### config.mk
export PLATFORM = sky130hd
export DESIGN_NAME = s3cpu_front
export DESIGN_NICKNAME = d
export VERILOG_FILES = /design/src/hdl/assert_macros.svh /design/src/hdl/s3cpu_pkg.sv /design/src/hdl/s3cpu_front.sv
export SDC_FILE = /design/constraint.sdc
export NUM_CORES = 1
export LEC_CHECK = 0
export BUFFER_PORTS_ARGS = -buffer_cell sky130_fd_sc_hd__buf_4
export CAP_MARGIN = 20
export CORE_MARGIN = 10
export CORE_UTILIZATION = 40
export DETAILED_ROUTE_END_ITERATION = 8
export PLACE_DENSITY_LB_ADDON = 0.08
export SLEW_MARGIN = 40
export SYNTH_ARGS = -nofsm -noshare
export SYNTH_HDL_FRONTEND = slang
export SYNTH_SLANG_ARGS = --single-unit
### constraint.sdc
create_clock -name clk -period 4.6 [get_ports clk]
set_input_delay 0.92 -clock clk [delete_from_list [all_inputs] [get_ports clk]]
set_output_delay 0.92 -clock clk [all_outputs]
set_load 0.02 [all_outputs]
### src/hdl/assert_macros.svh
// Assertion macros for the RTL file that carries checks.
// Depends on nothing; each macro takes a clock, a reset and two expressions.
`ifndef ASSERT_MACROS_SVH
`define ASSERT_MACROS_SVH

// The consequent must hold in the same cycle as the antecedent.
`define ASSERT_SAME(label, clk, rst, ante, cons) \
  label: assert property (@(posedge clk) disable iff (rst) (ante) |-> (cons)) \
    else $error("assertion failed");

// The consequent must hold in the cycle after the antecedent.
`define ASSERT_NEXT(label, clk, rst, ante, cons) \
  label: assert property (@(posedge clk) disable iff (rst) (ante) |=> (cons)) \
    else $error("assertion failed");

`endif

### src/hdl/s3cpu_pkg.sv
// Shared types, codes and constants of the three-operand CPU block.
// Depends on nothing; front end, back end and top use scoped names, the testbench files import it.
package s3cpu_pkg;

  localparam int MEM_WORDS_DEF = 65536;
  localparam logic [3:0] LINK_REG = 4'd11;
  localparam logic [3:0] PC_REG   = 4'd12;
  localparam logic [3:0] IMM_REG  = 4'd15;

  typedef struct packed {
    logic [1:0]  action;
    logic [15:0] address;
    logic [15:0] data;
    logic [3:0]  reg_index;
  } in_t;

  typedef struct packed {
    logic               halted;
    logic               printed;
    logic signed [15:0] print_value;
    logic signed [15:0] read_value;
    logic [15:0]        pc;
    logic               div_zero;
  } out_t;

  typedef enum logic [1:0] {
    ACT_WRITE = 2'd0,
    ACT_EXEC  = 2'd1,
    ACT_READ  = 2'd2,
    ACT_NONE  = 2'd3
  } kind_t;

  typedef enum logic [3:0] {
    OP_ADD = 4'h0, OP_SUB = 4'h1, OP_MUL = 4'h2, OP_DIV = 4'h3,
    OP_SHL = 4'h4, OP_SAR = 4'h5, OP_LOAD = 4'h6, OP_STORE = 4'h7,
    OP_XOR = 4'h8, OP_OR = 4'h9, OP_AND = 4'ha, OP_BNZ = 4'hb,
    OP_LT = 4'hc, OP_LE = 4'hd, OP_EQ = 4'he, OP_PRINT = 4'hf
  } op_t;

  typedef enum logic [3:0] {
    S_CLEAR, S_IDLE, S_RDOUT, S_DECODE, S_IMM, S_RDA, S_RDB,
    S_EXEC, S_MEM, S_DIV, S_COMMIT
  } state_t;

  // Head of the item queue as seen by the back end.
  typedef struct packed {
    logic  valid;
    kind_t kind;
  } head_t;

  // Control from the back end to the front end.
  typedef struct packed {
    logic pop;
    logic clearing;
  } back_ctl_t;

  function automatic logic [15:0] reg_reset(input logic [3:0] idx);
    logic [15:0] v;
    v = 16'h0000;
    if (idx == 4'd9) v = 16'hffff;
    if (idx == LINK_REG || idx == 4'd13) v = 16'd2048;
    if (idx == PC_REG) v = 16'h0001;
    return v;
  endfunction

endpackage

### src/hdl/s3cpu_front.sv
// Front end: a two-entry queue that accepts items and tags each with its kind.
// Depends on s3cpu_pkg.
module s3cpu_front (
  input  logic                 clk,
  input  logic                 rst,
  input  logic                 push,
  output logic                 full,
  input  s3cpu_pkg::in_t       item,
  input  s3cpu_pkg::back_ctl_t ctl,
  output s3cpu_pkg::head_t     head,
  output s3cpu_pkg::in_t       head_item
);

  s3cpu_pkg::in_t   q_item [2];
  s3cpu_pkg::kind_t q_kind [2];
  logic             wr_ptr;
  logic             rd_ptr;
  logic [1:0]       count;
  logic             do_push;
  logic             do_pop;

  assign full    = (count == 2'd2) || ctl.clearing;
  assign do_push = push && !full;
  assign do_pop  = ctl.pop && (count != 2'd0);

  always_ff @(posedge clk) begin
    if (do_push) begin
      q_item[wr_ptr] <= item;
      q_kind[wr_ptr] <= s3cpu_pkg::kind_t'(item.action);
    end
  end

  always_ff @(posedge clk) begin
    if (rst) begin
      wr_ptr <= 1'b0;
      rd_ptr <= 1'b0;
      count  <= 2'd0;
    end else begin
      if (do_push) wr_ptr <= !wr_ptr;
      if (do_pop) rd_ptr <= !rd_ptr;
      count <= count + {1'b0, do_push} - {1'b0, do_pop};
    end
  end

  assign head.valid = (count != 2'd0);
  assign head.kind  = q_kind[rd_ptr];
  assign head_item  = q_item[rd_ptr];

endmodule

Yosys cells after proc, flatten, opt, wreduce, memory -nomap -nowiden
Memories as Yosys holds them, arrays and structs flattened. A register that Yosys moved wholly into a read port is not among the register bits. Cells that the tools add are included. Widths: inputs -> output; s select.

Add/subtract/negate cells: 2. Eq/ne operators: 1. Mux-type cells: 6. Reductions and logical operators: 7.

Operators by type and width (number): $mux 1 (6); $logic_not 1->1 (3); $add 2x1->2 (1); $eq 2x2->1 const B (1); $logic_and 1x1->1 (2); $reduce_bool 2->1 (1); $sub 2x1->2 (1); $logic_or 1x1->1 (1).

Register bits: 4. Bits in writable memories: 80. Output and inout port bits: 42. Logic and storage cells: 21. Memories: 2.

Memories: q_item (depth 2, width 38, read ports 1, clocked after Yosys merged registers in 1, wr ports 1, line s3cpu_front.sv:14) `s3cpu_pkg::in_t q_item [2];`; q_kind (depth 2, width 2, read ports 1, clocked after Yosys merged registers in 1, wr ports 1, line s3cpu_front.sv:15) `s3cpu_pkg::kind_t q_kind [2];`.

Longest topological paths before layout
Gate-level depths: netlist of run 1.

Depth in word-level cells: 6. Gate-level depth with buffers: 8. Depth with buffers taken out: 8.

Worst setup path after synthesis of run 1
No wires, ideal clock.

Path kind: input -> register. Start: in ctl[0] (netlist bit). End: mem q_item[0][0] (netlist bit), enable pin. Arrival time: 2.697 ns. Data required time: 4.167 ns. Setup slack: 1.469 ns. Cell stages on the path: 2. Path through: nand3b_4 nor2_1.

Longest elaborated chain between the ends: 5.

Ends and longest elaborated chain: from (decl) (line s3cpu_front.sv:9) `input s3cpu_pkg::back_ctl_t ctl,`; $logic_or 1x1->1 (line s3cpu_front.sv:22) `assign full = (count == 2'd2) || ctl.clearing;`; $logic_not 1->1 (line s3cpu_front.sv:23) `assign do_push = push && !full;`; $logic_and 1x1->1 (line s3cpu_front.sv:23); $mux 1 (line s3cpu_front.sv:27) `if (do_push) begin`; $mux 1 (not written as such) (line s3cpu_front.sv:28) `q_item[wr_ptr] <= item;`; to (decl) (line s3cpu_front.sv:14).

Every way passes these cells.

==> metrics.md, run 1 <==
| Metric | Value |
|---|---|
| Die area | 11700 sq um |
| Finished Core Util | around 53% |
| Area of the multi-input gates | 667 sq um |
| Largest net degree at the start of global routing | 39 |
| Synth Area in Simple Gates | approximately 2.7% |
| WL per Instance | around 17 um |
| I/O pin count | 85 |
| Req. time, crit path | ~3.7 ns |
| Leak | between 1.5 and 2 nW |
| DR pass1 iterations | 4 |
| Max Cap Viol | 0 |
| Unrepaired setup endpoints after global routing | no |
| Worst vdd ir | about 0.24 mV |
| Crit Path Max Fanout | 38 |
| Sw Share | 29.7% |
| Hold crit path type | flip-flop to flip-flop |
| Clock slew at reported path FFs | roughly 0.07 ns |
| PostCTS Resize Cnt | 0 |
| Synthesized area | slightly above 3000 sq um |
| Clock latency on the worst-skew pair | 0.33 ns |
| Core area | 7610 sq um |
| Filler Cell Count | about 640 |
| First-pass GRT wire length | 9110 um |
| Number of global-route vias before repair | between 1500 and 2000 |
| Final setup vio count | 0 |
| Residual overflow from global routing | 0 |
| Status | complete, no violations |
| Mux cell area share after synthesis | 16.7% |
| Fin crit period | 2.61 ns |
| Mean post-synth cell area | 21.1 sq um |
| CTS Buf Count | 9 |
| Gate Count Post-Synth | about 150 |
| DRT Wirelength | approximately 6000 um |
| Fin Clk Skew | ~0.0083 ns |
| Pre-CTS WS | between 2 and 2.5 ns |
| Root Driver | clkbuf_8 |
| Pint | between 1 and 1.5 mW |
| Endpoint class of the critical path | primary output |
| Period utilisation layout | 56.7% |
| Layout cell share with drive strength beyond 1 | 59.0% |
| Vias per std cell | roughly 4.5 |
| NetSw | ~0.6 mW |
| Startpoint types | flip-flop |
| Final count of pins violating max slew | 0 |
| H-tree lvl count | 3 |
| Final hold slack | roughly 0.53 ns |
| Clk sinks | 81 |
| Hold Buf Count CTS | 0 |
| FP Rows | 32 |
| Worst path max stage delay | 0.75 ns |
| Number of remaining DRC errors | 0 |
| Synth Area in Compound Gates | less than 1% |
| Yosys cell types | 20 |
| Hold Fails Final Rpt | 0 |
| ANT cells | 0 |
| Fmax | between 300 and 400 MHz |
| CP max stage cell | dfxtp_4 |
| CP delay by family, top | flip-flops |
| Main combinational cell family by area after synthesis | multiplexers |
| Clk pwr share | roughly a fifth |
| FF+latch area | approximately 2400 sq um |
| Initial core utilization | 40.7% |
| Layout Cells excl Fill | 346 |
| Post-Syn Nets | ~190 |
| Max_slew headroom | 58.8% |
| Reg2Reg Setup Slack | 2.84 ns |
| Worst Max-Slew Pin Slew | slightly above 0.6 ns |
| DRT iter0 DRCs | just over 40 |
| Setup WS post-layout | roughly 2.0 ns |
| Pwr/cell area | about 500 nW/um^2 |
| Sequential share of the synthesized area | between 70 and 80% |
| Post-synthesis xor/xnor area fraction | less than 1% |
| CTS max path bufs | 2 |
| WP buf/inv | 1 |
| Logic gate share of total power | a little under a third |
| Nets | between 200 and 300 |
| FF+latch count, synth | roughly 80 |
| Flop pwr share | between 40% and 50% |
| Worst setup path class | flip-flop to primary output |
| Adder-cell share of the synthesized area | less than 1% |
| Placed cells | 331 |
| Antenna violations before repair | 0 |
| YS warnings | 0 |
| CP arrival | approximately 1.7 ns |
| Total Routing Usage GR | 10.3% |
| DP HPWL | between 4000 and 5000 um |
| Area Overhead vs Synth | 31.1% |
| Setup TNS | 0 ns |
| Port Buffers | 84 |
| Gp weighted congestion | ~0.66 |
| Die Y | about 110 um |
| TritonCTS clock tree | built |
| Post-CTS setup buffers | 0 |
| Via Count | about 1500 |
| Die width | 108 um |
| Critical path cell sequence | mux2_2, buf_4 |
| Post-route antenna net violation count | 0 |
==> per-stage QoR <==
| step | total power, mW | cell area, sq um |
|---|---|---|
| final | 2.02 | 4060 |
| after global routing | 2.13 | 4060 |
| after CTS | 2.06 | 4060 |
| after detailed placement | 1.64 | 3900 |
| after global placement | 1.61 | 3820 |
| after floorplan | 1.38 | 3100 |
==> cell families (layout without fill, tap and decap cells) <==
group           count (synthesis)  after routing
mux                            39             39
buf+inv                         8            105
compound gates                  1              1
flops                          81             81
fa+ha+maj                       2              2
xor+xnor                        2              2
simple gates                   14             14
==> per-layer routing <==
| layer | GRT usage (%) | up-vias | share of wire [%] | routed length (um) |
|---|---|---|---|---|
| li1 | - | 746 | - | - |
| met1 | 10.7 | 741 | 38 | 2240 |
| met2 | 17.5 | 50 | 53 | 3090 |
| met3 | 5.23 | 4 | 8.1 | 476 |
| met4 | 3.44 | 0 | 0.73 | 43 |
| met5 | 0 | - | 0 | 0 |
==> cell type report <==
class / count / share of cell area [%]
Sequential cell: 81 / 58.8
Timing Repair Buffer: 88 / 17.6
Multi-Input combinational cell: 58 / 16.4
Clock buffer: 12 / 3.33
Tap cell: 102 / 3.15
Clock inverter: 3 / 0.463
Inverter: 2 / 0.185
==> synthesized netlist by cell type, drive strengths merged <==
cell	count	area, sq um
xor2	1	8.76
nand3b	1	20.0
nor2b	1	6.26
inv	2	7.51
or2b	1	7.51
nor3	1	5.00
ha	2	25.0
o21a	1	7.51
buf	6	53.8
dfxtp	5	100
nand2b	1	6.26
or2	1	6.26
nor2	7	26.3
and2	1	6.26
edfxtp	76	2280
mux2	39	518
xnor2	1	8.76
==> placed cells by master (no fill, tap or decap) <==
cell type  count
or2b_1         1
clkbuf_8       9
nor2_1         5
mux2_2        18
nand3b_4       1
clkbuf_1       3
clkinv_2       2
inv_1          2
buf_8          2
dfxtp_1        4
dfxtp_4        1
xnor2_1        1
xor2_1         1
buf_16         2
buf_4         84
nand2b_1       1
nor2_4         2
clkinv_4       1
or2_2          1
edfxtp_1      76
o21a_1         1
mux2_4        21
ha_1           2
and2_1         1
nor3_1         1
nor2b_1        1
==> path summary, 6_finish.rpt <==
| check | startpoint | end | cells past startpoint |
|---|---|---|---|
| max | flip-flop | head_item[3] | 2 |
| min | rd_ptr | flip-flop | 2 |
| min reg2reg | rd_ptr | flip-flop | 2 |
| max reg2reg | count[0] | count[1] | 8 |
==> worst reg2reg max path, stage by stage (launching register included) <==
cell	delay [ns]
dfxtp_1	0.37
nand2b_1	0.20
nand3b_4	0.15
ha_1	0.31
inv_1	0.04
ha_1	0.18
xor2_1	0.16
and2_1	0.16
nor3_1	0.12
==> state kept, by name (all words and copies together), names as in the netlist, named ones only <==
register / flops
count: 2
rd_ptr: 1
wr_ptr: 1
q_item: 76
==> power by group through the flow <==
stage / sequential (mW) / clock, mW / combinational, mW
after floorplan: 0.917 / 0 / 0.468
after global placement: 0.982 / 0 / 0.627
after detailed placement: 0.988 / 0 / 0.652
after CTS: 0.971 / 0.434 / 0.654
after global routing: 0.981 / 0.473 / 0.679
final: 0.967 / 0.418 / 0.640
No activity file was read; power rests on OpenSTA's default activity.
==> run 2: changes to the inputs <==
--- a/config.mk
+++ b/config.mk
@@ -5,6 +5,7 @@
 export SDC_FILE = /design/constraint.sdc
 export NUM_CORES = 1
 export LEC_CHECK = 0
+export ABC_AREA = 1
 export BUFFER_PORTS_ARGS = -buffer_cell sky130_fd_sc_hd__buf_4
 export CAP_MARGIN = 20
 export CORE_MARGIN = 10
==> constraint.sdc (replaced) <==
create_clock -name clk -period 2.75 [get_ports clk]
set_input_delay 0.55 -clock clk [delete_from_list [all_inputs] [get_ports clk]]
set_output_delay 0.55 -clock clk [all_outputs]
set_load 0.02 [all_outputs]
==> run 2 against run 1 <==
  * Sequential share of layout area decreased by 0.098 points
  * Count of clock-buffer cells in the layout decreased by 1
  * Synthesized cell count increased by 8.8%
  * Via count increased by 4.4%
  * Non-clock buffer count decreased by 1
==> metrics.md, run 2 <==
| Metric | Value |
|---|---|
| Leading cell type in the layout, fill and taps excluded | buf_4 |
| I/O pin count | between 80 and 90 |
| Pint | ~2.3 mW |
| Unrepaired setup endpoints after global routing | no |
| Max reg flops | 76 |
| PostCTS Resize Cnt | 0 |
| H-tree lvl count | 3 |
| Largest registers | q_item: 76 flops, count: 2 flops |
| Synthesized area | between 3000 and 4000 sq um |
| DR pass1 iterations | 3 |
| Most common library cells after synthesis | edfxtp_1 (76), mux2_4 (20), mux2_2 (18) |
| Nets | approximately 300 |
| Area Overhead vs Synth | 31.0% |
| CTS Buf Count | 9 |
| First-pass GRT wire length | ~9000 um |
| Post-route antenna net violation count | 0 |
| WP buf/inv | 2 |
| Logic gate share of total power | around 28% |
| Number of remaining DRC errors | 0 |
| Pwr/cell area | 798 nW/um^2 |
| YS warnings | 0 |
| Setup WS post-layout | between 0.4 and 0.5 ns |
| NetSw | 0.907 mW |
| Via Count | 1609 |
| Flop pwr share | 46.9% |
| Critical path cell sequence | buf_12, mux2_2, buf_4 |
| DRT Wirelength | ~5600 um |
| CTS max path bufs | 2 |
| Layout cell share with drive strength beyond 1 | a little under three fifths |
| Sequential share of the synthesized area | 76.9% |
| Vias per std cell | between 4 and 5 |
| Clk sinks | slightly above 80 |
| Pre-CTS WS | ~0.8 ns |
| Die width | 108 um |
| Total Routing Usage GR | under 10% |
| Final setup vio count | 0 |
| Mux cell area share after synthesis | between 10% and 20% |
| Crit path to | head_item[3] |
| Clock latency on the worst-skew pair | between 0.3 and 0.4 ns |
| ANT cells | 0 |
| Gate Count Post-Synth | 160 |
| Worst Max-Slew Pin Slew | between 0.4 and 0.5 ns |
| Yosys cell types | 15 |
| Synth Area in Compound Gates | 0.404% |
| Leak | between 1.5 and 2 nW |
| Endpoint class of the critical path | primary output |
| DP HPWL | just over 4000 um |
| Worst path max stage delay | 0.62 ns |
| Antenna violations before repair | 0 |
| Sw Share | between 20% and 30% |
| Synth Flop Type | edfxtp_1 |
| Most frequent cells in the layout | buf_4 (84), edfxtp_1 (76), mux2_4 (20) |
| Share of the synthesized area in the top cell type | 73.6% |
| Worst setup path class | flip-flop to primary output |
| CP arrival | approximately 1.8 ns |
| Biggest register | q_item |
| Max Cap Viol | 0 |
| Worst-case reg-to-reg path depth | 10 |
| Synth area leaders | edfxtp_1 (74%), mux2_4 (9.7%), mux2_2 (6.5%) |
| Hold Buf Count CTS | 0 |
| Post-CTS setup buffers | 0 |
| Period utilisation layout | 83.7% |
| FP Rows | 32 |
| Port Buffers | 84 |
| WL per Instance | approximately 16 um |
| Hold crit path type | input port to flip-flop |
| TritonCTS clock tree | built |
| Max_slew headroom | 69.3% |
| Status | complete, no violations |
| Core area | 7650 sq um |
| RR Startpoint | count[0] |
| Crit Path Max Fanout | 23 |
| CP Depth | 3 |
| Worst flop-to-flop path endpoint | count[1] |
| Adder-cell share of the synthesized area | less than 1% |
| CP max stage cell | dfxtp_2 |
| CP delay by family, top | flip-flops |
| Most common cell in the netlist | edfxtp_1 |
| Main combinational cell family by area after synthesis | multiplexers |
| FF+latch count, synth | 81 |
| Fmax | between 400 and 500 MHz |
| Mean post-synth cell area | roughly 19 sq um |
| Die area | approximately 12000 sq um |
| FFs w/ async S/R, synth | 0% |
| Root Driver | clkbuf_8 |
| Worst vdd ir | just under 0.4 mV |
| DRT iter0 DRCs | 35 |
| Post-Syn Nets | 205 |
| Clock slew at reported path FFs | about 0.070 ns |
| Setup TNS | 0 ns |
| Residual overflow from global routing | 0 |
| Hold Fails Final Rpt | 0 |
| Clk pwr share | about 25% |
| Reg2Reg Setup Slack | between 1 and 1.5 ns |
| Fin Clk Skew | 0.0127 ns |
| Post-synthesis xor/xnor area fraction | 0% |
| Req. time, crit path | 2.20 ns |
| Synth Area in Simple Gates | under 10% |
| Die Y | about 110 um |
| Number of global-route vias before repair | ~1700 |
| Final count of pins violating max slew | 0 |
| Synth area leader | edfxtp_1 |
| Post-synth EDFFs | 76 |
| Gp weighted congestion | between 0.7 and 0.8 |
| Largest net degree at the start of global routing | 32 |
| Initial core utilization | 40.5% |
| Fin crit period | 2.30 ns |
| Startpoint types | flip-flop |
==> run 2: kinds of logic (layout without fill, tap and decap cells) <==
family | count (synthesis) | after routing
DFF | 81 | 81
muxes | 38 | 38
and+or+nand+nor | 20 | 20
buffers and inverters | 17 | 114
adders and majority gates | 2 | 2
AOI/OAI and AO/OA | 2 | 2
==> run 2: power groups by stage <==
| stage | Clock, mW | Combinational (mW) | Sequential [mW] |
|---|---|---|---|
| 2_1_floorplan | 0 | 0.614 | 1.51 |
| 3_3_place_gp | 0 | 0.928 | 1.55 |
| 3_5_place_dp | 0 | 0.931 | 1.55 |
| 4_1_cts | 0.840 | 0.932 | 1.52 |
| 5_1_grt | 0.890 | 0.984 | 1.53 |
| 6_report | 0.813 | 0.909 | 1.52 |
==> run 2: metal layers <==
metal / track usage [%] / routed length, um / up-vias
met3: 3.81 / 418 / 9
met1: 10.4 / 2170 / 775
met5: 0 / 0 / -
li1: - / - / 775
met4: 4.58 / 100 / 0
met2: 16.9 / 2950 / 50
==> run 2: worst min-delay path by stage <==
stage | startpoint | to | slack [ns] | cells after the start
finish | rst | count[0] | 0.38 | 2
global route | rst | count[0] | 0.37 | 2
CTS | rst | count[0] | 0.37 | 2
detailed placement | rd_ptr | flip-flop | 0.48 | 2
global placement | rd_ptr | rd_ptr | 0.48 | 2
floorplan | rd_ptr | flip-flop | 0.45 | 2
==> run 2: metrics by stage <==
stage	util (%)	instance area [sq um]	instances	hold WS, ns	power [mW]
2_1_floorplan	-	3100	160	0.451	2.13
3_3_place_gp	50.6	3870	343	0.475	2.48
3_5_place_dp	50.6	3870	343	0.478	2.48
4_1_cts	53.1	4060	359	0.366	3.29
5_1_grt	53.1	4060	359	0.367	3.41
6_report	53.1	4060	359	0.382	3.24
==> run 2: final cells by class <==
cell class              count  area [sq um]
flip-flops and latches     81          2380
inverters                  11          41.3
repair buffers             87           691
fillers                   655          3590
clock inverters             5          56.3
clock buffers              11           131
multi-input cells          62           629
well taps                 102           128
==> run 3: changes to the inputs <==
==> constraint.sdc (replaced) <==
create_clock -name clk -period 2.36 [get_ports clk]
set_input_delay 0.472 -clock clk [delete_from_list [all_inputs] [get_ports clk]]
set_output_delay 0.472 -clock clk [all_outputs]
set_load 0.02 [all_outputs]
==> run 3 against run 2 <==
  * Utilization rose by 1.0 points
  * Register-to-register slack got worse by 0.46 ns
  * First-iteration DRC count rose by 57%
  * Hold slack got worse by 0.077 ns
  * Highest routed layer unchanged
  * Final cell count rose by 0.56%
  * Count of clock-buffer cells in the layout fell by 1
  * Largest power group unchanged
  * Critical path depth did not move
  * Critical endpoint is now head_item[8]
  * Setup slack got worse by 0.18 ns
  * Clock power rose by 55%
==> metrics.md, run 3 (synthesis gave the netlist of run 2 again) <==
| Metric | Value |
|---|---|
| Status | complete, no violations |
| Placed cells | 346 |
| Hold crit path type | input port to flip-flop |
| Final setup vio count | 0 |
| DR pass1 iterations | 4 |
| Leading cell type in the layout, fill and taps excluded | buf_4 |
| Via Count | about 1600 |
| Design area | ~4100 sq um |
| CP max stage cell | dfxtp_2 |
| Root Driver | clkbuf_8 |
| DRT iter0 DRCs | 55 |
| Gp weighted congestion | a little over 0.7 |
| Period utilisation layout | 88.7% |
| Hold Buf Count CTS | 0 |
| CP arrival | around 1.6 ns |
| Core area | 7650 sq um |
| Req. time, crit path | about 1.9 ns |
| Worst setup path class | flip-flop to primary output |
| Unrepaired setup endpoints after global routing | no |
| Hold Fails Final Rpt | 0 |
| Fmax | approximately 480 MHz |
| Worst path max stage delay | 0.56 ns |
| Area post-placement | around 3900 sq um |
| Clock latency on the worst-skew pair | 0.33 ns |
| Setup WS post-layout | 0.267 ns |
| ANT cells | 0 |
| Finished Core Util | a little over half |
| Largest net degree at the start of global routing | 25 |
| Crit Path Max Fanout | 16 |
| Max_slew headroom | roughly 76% |
| Worst Max-Slew Pin Slew | roughly 0.37 ns |
| CTS max path bufs | 2 |
| Number of remaining DRC errors | 0 |
| Biggest register | q_item |
| FP Rows | 32 |
| Post-route antenna net violation count | 0 |
| CTS Buf Count | 9 |
| Initial core utilization | 40.5% |
| WP buf/inv | 2 |
| Max reg flops | between 70 and 80 |
| Port Buffers | 84 |
| H-tree lvl count | 3 |
| Layout Cells excl Fill | between 300 and 400 |
| Fin Clk Skew | between 0.006 and 0.007 ns |
| Pwr/cell area | about 990 nW/um^2 |
| Leak | 1.63 nW |
| I/O pin count | 85 |
| Antenna violations before repair | 0 |
| Clock slew at reported path FFs | approximately 0.07 ns |
| Tot Pwr | 4.11 mW |
| Area Overhead vs Synth | 33.5% |
| Layout cell share with drive strength beyond 1 | between 50 and 60% |
| Fin crit period | between 2 and 2.5 ns |
| Die area | ~12000 sq um |
| Final hold slack | ~0.31 ns |
| Post-CTS setup buffers | 0 |
| First-pass GRT wire length | 8710 um |
| Worst vdd ir | approximately 0.45 mV |
| Die Y | 108 um |
| Setup TNS | 0 ns |
| Final count of pins violating max slew | 0 |
| Die width | 108 um |
| Vias per std cell | 4.51 |
| CP delay by family, top | flip-flops |
| PostCTS Resize Cnt | 0 |
| Clk sinks | between 80 and 90 |
| Largest registers | q_item: 76 flops, count: 2 flops |
| Number of global-route vias before repair | 1765 |
| Residual overflow from global routing | 0 |
| DRT Wirelength | ~5600 um |
| Critical path cell sequence | buf_12, mux2_2, buf_4 |
| Startpoint types | flip-flop |
| Most frequent cells in the layout | buf_4 (88), edfxtp_1 (76), mux2_4 (20) |
| Endpoint class of the critical path | primary output |
| WL per Instance | between 15 and 20 um |
| Total Routing Usage GR | about a tenth |
| Max Cap Viol | 0 |
| DP HPWL | 4080 um |
| Pre-CTS WS | 0.532 ns |
| TritonCTS clock tree | built |
| Nets | 300 |
-- run 3: cell types whose count changed in the layout (fill, tap and decap cells not counted) --
| cell | delta |
|---|---|
| buf_12 | -1 |
| clkinv_2 | -2 |
| buf_4 | +4 |
| clkinvlp_4 | -1 |
| clkbuf_1 | -1 |
| bufinv_16 | +3 |
-- run 3: power breakdown --
part           internal, mW  switching (mW)
logic                 0.545           0.538
registers              1.70          0.0615
clock network         0.806           0.453
total                  3.05            1.05
-- run 3: path summary, 6_finish.rpt --
kind	startpoint	endpoint	slack (ns)	depth (start not counted)
hold reg to reg	rd_ptr	rd_ptr	0.51	2
hold / removal	rst	count[0]	0.31	2
setup reg to reg	count[0]	count[1]	0.69	10
setup / recovery	flip-flop	head_item[8]	0.27	3
-- run 3: routing by layer --
metal	share of wire [%]	GRT usage, %	wire length, um	vias up
met3	7.4	3.93	412	6
met4	1.2	4.58	65	0
met1	38	10.2	2150	795
met5	0	0	0	-
li1	-	-	-	781
met2	53	16.7	2970	47
-- run 3: area by class of cell --
cell class	count	area, sq um
inverters	11	41.3
repair buffers	90	701
clock buffers	10	128
clock inverters	5	129
well taps	102	128
multi-input cells	62	629
fillers	643	3510
flip-flops and latches	81	2380
